**src/sv/csa_pkg.sv**
```systemverilog
// Types, constants and arithmetic helpers for the countdown/stopwatch timer.
// Used by csa_step and countdown_stopwatch_alarm_core; depends on nothing.
package csa_pkg;

	localparam int CSA_SNOOZE_MS_DEF = 300000;
	localparam int RING_WINDOW_MS = 30000;
	localparam int SNOOZE_LIMIT = 5;
	localparam int MIN_VALUE_MS = 1000;

	localparam int IN_DATA_W = 88;
	localparam int OUT_DATA_W = 64;

	typedef logic signed [47:0] wide_t;
	typedef logic signed [44:0] s45_t;

	localparam wide_t S45_MAX_W = 48'sh0FFF_FFFF_FFFF;
	localparam wide_t S45_MIN_W = 48'shF000_0000_0000;
	localparam logic [47:0] U45_MAX_W = 48'h1FFF_FFFF_FFFF;

	typedef enum logic [2:0] {
		OP_CHECK,
		OP_ADD_CD,
		OP_ADD_SW,
		OP_PAUSE,
		OP_REWIND,
		OP_RESTART,
		OP_RESET,
		OP_LOAD
	} opcode_t;

	typedef enum logic [1:0] {
		ALERT_NONE,
		ALERT_RING,
		ALERT_PULSE
	} alert_t;

	typedef struct packed {
		s45_t        length;
		s45_t        soe;          // start time while running, elapsed while paused
		s45_t        base_length;
		logic        pause;
		logic        vib;
		logic        elapsed;
		logic [2:0]  snooze_used;
		logic        repeat_mode;
		logic [7:0]  repeats_left;
		logic [7:0]  repeats_base;
	} csa_state_t;

	typedef struct packed {
		logic [44:0] value_ms;
		logic        counting_up;
		logic        paused;
		logic        ringing;
		alert_t      alert;
		logic        expired;
		logic [7:0]  repeats_remaining;
	} csa_result_t;

	localparam csa_state_t CSA_STATE_RST = '{
		length: '0, soe: '0, base_length: '0, pause: 1'b1, vib: 1'b0,
		elapsed: 1'b0, snooze_used: '0, repeat_mode: 1'b0,
		repeats_left: '0, repeats_base: '0
	};

	function automatic wide_t sx45(input s45_t x);
		return {{3{x[44]}}, x};
	endfunction

	function automatic s45_t sat45(input wide_t v);
		s45_t r;
		if (v > S45_MAX_W) begin
			r = s45_t'(S45_MAX_W);
		end else if (v < S45_MIN_W) begin
			r = s45_t'(S45_MIN_W);
		end else begin
			r = v[44:0];
		end
		return r;
	endfunction

	function automatic logic [47:0] mag48(input wide_t v);
		return v[47] ? 48'(-v) : 48'(v);
	endfunction

	function automatic logic [44:0] abs_sat45(input wide_t v);
		logic [47:0] m;
		m = mag48(v);
		return (m > U45_MAX_W) ? '1 : m[44:0];
	endfunction

endpackage

```
**src/sv/csa_step.sv**
```systemverilog
// Combinational step of the timer: next state and result word for one event.
// Depends on csa_pkg.
module csa_step
	import csa_pkg::*;
#(
	parameter int SNOOZE_MS = CSA_SNOOZE_MS_DEF
) (
	input  csa_state_t        cur,
	input  opcode_t           opcode,
	input  logic [43:0]       now_ms,
	input  logic signed [31:0] amount_ms,
	input  logic              repeat_on,
	input  logic [7:0]        repeat_total,
	output csa_state_t        nxt,
	output csa_result_t       res
);

	wide_t  now_w;
	wide_t  amt_w;
	wide_t  soe_w;
	wide_t  el_c;
	wide_t  raw_c;
	logic   fire;
	logic   rep_hit;
	logic   past_window;
	wide_t  add_amt;
	s45_t   len_add;
	wide_t  raw_add;
	logic   too_small;
	logic   do_add;
	alert_t alert_c;
	wide_t  el_n;
	wide_t  raw_n;

	assign now_w = {4'b0, now_ms};
	assign amt_w = {{16{amount_ms[31]}}, amount_ms};
	assign soe_w = sx45(cur.soe);
	assign el_c  = cur.pause ? soe_w : now_w - soe_w;
	assign raw_c = sx45(cur.length) - el_c;

	assign fire        = (raw_c <= 48'sd0) && !cur.pause && cur.vib;
	assign rep_hit     = cur.repeat_mode && (cur.repeats_left > 8'd1);
	assign past_window = mag48(raw_c) > 48'(RING_WINDOW_MS);

	// shared add-countdown path: checks re-arm with base length or snooze time
	assign add_amt = (opcode == OP_CHECK) ? (rep_hit ? sx45(cur.base_length) : 48'(SNOOZE_MS))
	                                      : amt_w;
	assign len_add   = sat45(sx45(cur.length) + add_amt);
	assign raw_add   = sx45(len_add) - el_c;
	assign too_small = mag48(raw_add) < 48'(MIN_VALUE_MS);

	always_comb begin
		nxt = cur;
		alert_c = ALERT_NONE;
		do_add = 1'b0;
		case (opcode)
			OP_CHECK: begin
				if (fire) begin
					nxt.elapsed = 1'b1;
					if (rep_hit) begin
						nxt.repeats_left = cur.repeats_left - 8'd1;
						do_add = 1'b1;
						alert_c = ALERT_PULSE;
					end else if (past_window) begin
						nxt.vib = 1'b0;
						if (cur.snooze_used < 3'(SNOOZE_LIMIT)) begin
							nxt.snooze_used = cur.snooze_used + 3'd1;
							do_add = 1'b1;
						end
					end else begin
						alert_c = ALERT_RING;
					end
				end
			end
			OP_ADD_CD: begin
				do_add = 1'b1;
			end
			OP_ADD_SW: begin
				nxt.soe = cur.pause ? sat45(soe_w + amt_w) : sat45(soe_w - amt_w);
				nxt.elapsed = 1'b0;
			end
			OP_PAUSE: begin
				nxt.soe = sat45(now_w - soe_w);
				nxt.pause = !cur.pause;
			end
			OP_REWIND: begin
				nxt.soe = '0;
				nxt.pause = 1'b1;
				if (cur.length != 45'sd0) begin
					nxt.vib = 1'b1;
				end
				nxt.elapsed = 1'b0;
			end
			OP_RESTART: begin
				nxt.length = (cur.base_length > 45'sd0) ? cur.base_length : '0;
				nxt.soe = cur.pause ? '0 : {1'b0, now_ms};
				nxt.vib = cur.base_length > 45'sd0;
				if (cur.repeat_mode) begin
					nxt.repeats_left = cur.repeats_base;
				end
				nxt.snooze_used = '0;
				nxt.elapsed = 1'b0;
			end
			OP_RESET: begin
				nxt = CSA_STATE_RST;
			end
			OP_LOAD: begin
				nxt.base_length = {{13{amount_ms[31]}}, amount_ms};
				nxt.repeat_mode = repeat_on;
				nxt.repeats_base = repeat_total;
				nxt.repeats_left = repeat_total;
			end
			default: begin
				nxt = cur;
			end
		endcase

		if (do_add) begin
			nxt.length = len_add;
			if (too_small) begin
				nxt = CSA_STATE_RST;
			end
			if (nxt.length > 45'sd0) begin
				nxt.vib = 1'b1;
			end
			nxt.elapsed = 1'b0;
		end
	end

	assign el_n  = nxt.pause ? sx45(nxt.soe) : now_w - sx45(nxt.soe);
	assign raw_n = sx45(nxt.length) - el_n;

	assign res.value_ms          = abs_sat45(raw_n);
	assign res.counting_up       = raw_n <= 48'sd0;
	assign res.paused            = nxt.pause;
	assign res.ringing           = (raw_n <= 48'sd0) && !nxt.pause && nxt.vib;
	assign res.alert             = alert_c;
	assign res.expired           = nxt.elapsed;
	assign res.repeats_remaining = nxt.repeats_left;

endmodule

```
**src/sv/countdown_stopwatch_alarm_core.sv**
```systemverilog
// Top level of the countdown/stopwatch alarm timer: input register, timer state,
// result register. Depends on csa_pkg and csa_step.

// One event enters per clock while s_axis_tready is high. An event is held in the
// input register, is applied to the timer state by a single combinational step, and
// its result word is stored in the result register that drives the master side. Throughput
// is one event per cycle as long as the result side takes words; while a result waits, the
// input register still takes one more event. The snooze step is SNOOZE_MS.
module countdown_stopwatch_alarm_core
	import csa_pkg::*;
#(
	parameter int SNOOZE_MS = CSA_SNOOZE_MS_DEF
) (
	input  logic                  clk,
	input  logic                  arst_n,
	input  logic                  s_axis_tvalid,
	output logic                  s_axis_tready,
	// now_ms[43:0], amount_ms[75:44], repeat_on[76], repeat_total[84:77], zero pad
	input  logic [IN_DATA_W-1:0]  s_axis_tdata,
	// opcode[2:0]
	input  logic [2:0]            s_axis_tuser,
	output logic                  m_axis_tvalid,
	input  logic                  m_axis_tready,
	// value_ms[44:0], counting_up[45], paused[46], ringing[47], alert[49:48],
	// expired[50], repeats_remaining[58:51], zero pad
	output logic [OUT_DATA_W-1:0] m_axis_tdata
);

	logic               valid_s1;
	opcode_t            opcode_s1;
	logic [43:0]        now_s1;
	logic signed [31:0] amount_s1;
	logic               repeat_on_s1;
	logic [7:0]         repeat_total_s1;

	csa_state_t  state_q;
	csa_state_t  state_nxt;
	csa_result_t res;

	logic                  m_valid_q;
	logic [OUT_DATA_W-1:0] m_data_q;
	logic                  advance;
	logic                  take_in;

	assign advance       = valid_s1 && (!m_valid_q || m_axis_tready);
	assign s_axis_tready = !valid_s1 || advance;
	assign take_in       = s_axis_tvalid && s_axis_tready;

	always_ff @(posedge clk or negedge arst_n) begin
		if (!arst_n) begin
			valid_s1 <= 1'b0;
		end else if (take_in) begin
			valid_s1 <= 1'b1;
		end else if (advance) begin
			valid_s1 <= 1'b0;
		end
	end

	always_ff @(posedge clk) begin
		if (take_in) begin
			opcode_s1       <= opcode_t'(s_axis_tuser);
			now_s1          <= s_axis_tdata[43:0];
			amount_s1       <= s_axis_tdata[75:44];
			repeat_on_s1    <= s_axis_tdata[76];
			repeat_total_s1 <= s_axis_tdata[84:77];
		end
	end

	csa_step #(
		.SNOOZE_MS(SNOOZE_MS)
	) u_step (
		.cur         (state_q),
		.opcode      (opcode_s1),
		.now_ms      (now_s1),
		.amount_ms   (amount_s1),
		.repeat_on   (repeat_on_s1),
		.repeat_total(repeat_total_s1),
		.nxt         (state_nxt),
		.res         (res)
	);

	always_ff @(posedge clk or negedge arst_n) begin
		if (!arst_n) begin
			state_q   <= CSA_STATE_RST;
			m_valid_q <= 1'b0;
		end else begin
			if (advance) begin
				state_q <= state_nxt;
			end
			if (advance) begin
				m_valid_q <= 1'b1;
			end else if (m_axis_tready) begin
				m_valid_q <= 1'b0;
			end
		end
	end

	always_ff @(posedge clk) begin
		if (advance) begin
			m_data_q <= {5'b0, res.repeats_remaining, res.expired, res.alert,
			             res.ringing, res.paused, res.counting_up, res.value_ms};
		end
	end

	assign m_axis_tvalid = m_valid_q;
	assign m_axis_tdata  = m_data_q;

endmodule

```
**config.mk**
```make
export PLATFORM = sky130hd
export DESIGN_NAME = countdown_stopwatch_alarm_core
export DESIGN_NICKNAME = d
export VERILOG_FILES = /design/src/sv/csa_pkg.sv /design/src/sv/csa_step.sv /design/src/sv/countdown_stopwatch_alarm_core.sv
export SDC_FILE = /design/constraint.sdc
export NUM_CORES = 2
export LEC_CHECK = 0
export BUFFER_PORTS_ARGS = -buffer_cell sky130_fd_sc_hd__buf_2
export CORE_MARGIN = 2
export CORE_UTILIZATION = 40
export DETAILED_ROUTE_END_ITERATION = 8
export SYNTH_ARGS = -nofsm -noshare
export SYNTH_HDL_FRONTEND = slang
export SYNTH_SLANG_ARGS = --single-unit
```
**constraint.sdc**
```tcl
create_clock -name clk -period 21.3 [get_ports clk]
set_clock_uncertainty 0.1 [all_clocks]
set_input_delay 1.065 -clock clk [delete_from_list [all_inputs] [get_ports clk]]
set_output_delay 1.065 -clock clk [all_outputs]
set_load 0.02 [all_outputs]
```
==> results.yml <==
floorplan:
  die-area_um2: 108000
  core_um2: 105000
  placementRows: 119
  die_w_um: 329
  start_util_pct: 40.2
  top_level_ports: 161
  die-height_um: 329
global_route:
  grt_max_degree: 119
  grt_overflow: 0
  grt_pass1_wl_um: 270000
  grt_pass1_vias: 41843
  track_usage_pct: 33.2
  antenna_found_initial: 1
setup_path:
  critPathMaxStageDelay_ps: 630
  cp-start-kind: "register"
  criticalPathCategory: "reg2reg"
  critPathSlowestCell: "and2_1"
  rr_startpoint: "state_q[12]"
  cp.required_ps: 21540
  end_kind: "register"
  arrival_ps: 20650
  path_max_fanout: 16
  startpoint: "state_q[12]"
synthesis:
  yosysSeqAreaShare_pct: 20.0
  async_flop_share_pct: 52.1
  synth_ff_type: "dfrtp_1"
  ys_ff_latch: 307
  synth.avg_cell_area_um2: 7.41
  syn_area_um2: 42200
  synth_edf_count: 147
  synthCells: 5687
  yosys_warnings: 0
  synth.distinct_cells: 115
timing:
  fmax_mhz: 49.0
  rsz0062_at_grt: "false"
  hold_viol: 0
  finalSetupTns_ps: 0
  drv_slew: 4
  worstMarginPinSlew_ps: 1560
  min_period_ps: 20400
  setup_violations: 0
  fin_crit_sh_pct: 95.8
  slew_headroom_pct: -3.72
clock_tree:
  cts_buffers: 39
  cts-root-buf: "clkbuf_16"
  hold_buffers: 0
  cts_buffer_depth: 3
  cts_resized: 0
  post_cts_buffers: 0
  clock_latency_ps: 600
  tritoncts: "built"
  htreeDepth: 2
  clk_pin_slew_ps: 60
  clkSinkCount: 307
route:
  met2WireLength_um: 76600
  vias: 46041
  firstDrtPassIters: 6
  initialDrtViolationCount: 5393
  vias_per_cell: 6.44
  dr.max_layer_used: "met5"
  wl_met1_um: 73600
  ant_nets: 0
  detail_route.wl_per_cell_um: 26.0
  drc: 0
  wl_met3_um: 17400
  routed_wl_um: 186000
job:
  drv_cap: 3
hold_path:
  hold_path_class: "in2async"
placement:
  dp_hpwl_um: 148000
  gp_congestion: 1.09
  numPortBuffers: 152
finish:
  syn2layout_area_growth_pct: 8.85
  drive_above_1_share_pct: 8.61
  nets: 6188
status:
  violations: "capacitance limit, slew limit"
  run_status: "finished, violations left"
## layout by cell type (no fill, tap or decap), types with 151 or more instances in the layout
| cell type | netlist | final |
|---|---|---|
| nand2_1 | 628 | 625 |
| a21oi_1 | 531 | 530 |
| nor2_1 | 446 | 442 |
| o21ai_0 | 431 | 427 |
| ha_1 | 368 | 368 |
| inv_1 | 252 | 251 |
| xnor2_1 | 239 | 239 |
| a21o_1 | 207 | 207 |
| dfrtp_1 | 159 | 159 |
| nand3_1 | 151 | 151 |
| buf_2 | 17 | 151 |
## worst max-delay path: cells and delay by family (launching register included)
kind | cells | cell delay [ps]
multiplexers | 2 | 430
flip-flops | 1 | 430
buffers and inverters | 8 | 1360
adder cells (fa/ha/maj) | 6 | 2100
AO/OA/AOI/OAI | 37 | 10280
XOR/XNOR | 2 | 350
AND/OR/NAND/NOR | 22 | 5020
## final cells by class
| class | count | area, µm² |
|---|---|---|
| clock inverters | 28 | 236 |
| flip-flops and latches | 307 | 8420 |
| fillers | 10887 | 59100 |
| well taps | 1391 | 1740 |
| repair buffers | 301 | 1910 |
| clock buffers | 44 | 995 |
| diodes | 5 | 12.5 |
| multi-input cells | 4815 | 31600 |
| inverters | 253 | 955 |
## worst paths after layout
path | depth (start not counted) | slack [ps] | end
min in group clk | 2 | 390 | state_q[16]
max in group asynchronous | 2 | 19290 | state_q[104]
max reg2reg | 77 | 900 | m_axis_tdata[3]
min reg2reg | 2 | 390 | state_q[16]
min | 1 | 340 | state_q[16]
max | 77 | 900 | m_axis_tdata[3]
## Yosys cell counts, types with 82 or more instances
cell	n	share of area, %
a21o_1	207	3.7
a21oi_1	531	6.3
a31oi_1	141	2.1
clkbuf_1	263	2.3
dfrtp_1	159	9.4
edfxtp_1	147	10
ha_1	368	11
inv_1	252	2.2
nand2_1	628	5.6
nand3_1	151	1.8
nor2_1	446	4.0
nor3_1	122	1.4
o21ai_0	431	5.1
or3_1	82	1.2
xnor2_1	239	5.0
xor2_1	114	2.4
## flip-flops by register name (all words and copies together) (netlist names)
signal and count:
now_s1 44, valid_s1 1, repeat_total_s1 8, opcode_s1 3
m_axis_tdata 59, state_q 158, repeat_on_s1 1, amount_s1 32
m_axis_tvalid 1
## logic make-up (layout without fill, tap and decap cells)
kind of cell    count (synthesis)  count (layout)  share of synthesized area (%)
compound gates               2100            2100                           32.7
other cells                     1              10                        0.00889
simple gates                 1938            1938                           22.3
fa+ha+maj                     377             377                           11.3
buf+inv                       569             626                           5.40
mux                            40              40                          0.976
xor+xnor                      355             355                           7.41
flops                         307             307                           20.0
## stage by stage
| stage | setup slack (ps) | cells | area (µm²) | hold WS (ps) | util, % |
|---|---|---|---|---|---|
| 2_1_floorplan | 3930 | 5691 | 42200 | 349 | - |
| 3_3_place_gp | 1780 | 7067 | 44600 | 381 | 42.5 |
| 3_5_place_dp | 1550 | 7067 | 44600 | 385 | 42.5 |
| 4_1_cts | 1460 | 7139 | 45900 | 359 | 43.7 |
| 5_1_grt | 5.63 | 7139 | 45900 | 393 | 43.7 |
| 6_report | 897 | 7144 | 45900 | 342 | 43.7 |
## metal layers
| metal | global-route usage, % | vias to the layer above |
|---|---|---|
| met1 | 41.9 | 21955 |
| li1 | - | 21268 |
| met2 | 49.4 | 2273 |
| met5 | 0 | - |
| met4 | 25.7 | 4 |
| met3 | 6.96 | 541 |
Power is not shown: default switching activity piles up to over one toggle a cycle in this logic, so the estimate is an artifact.
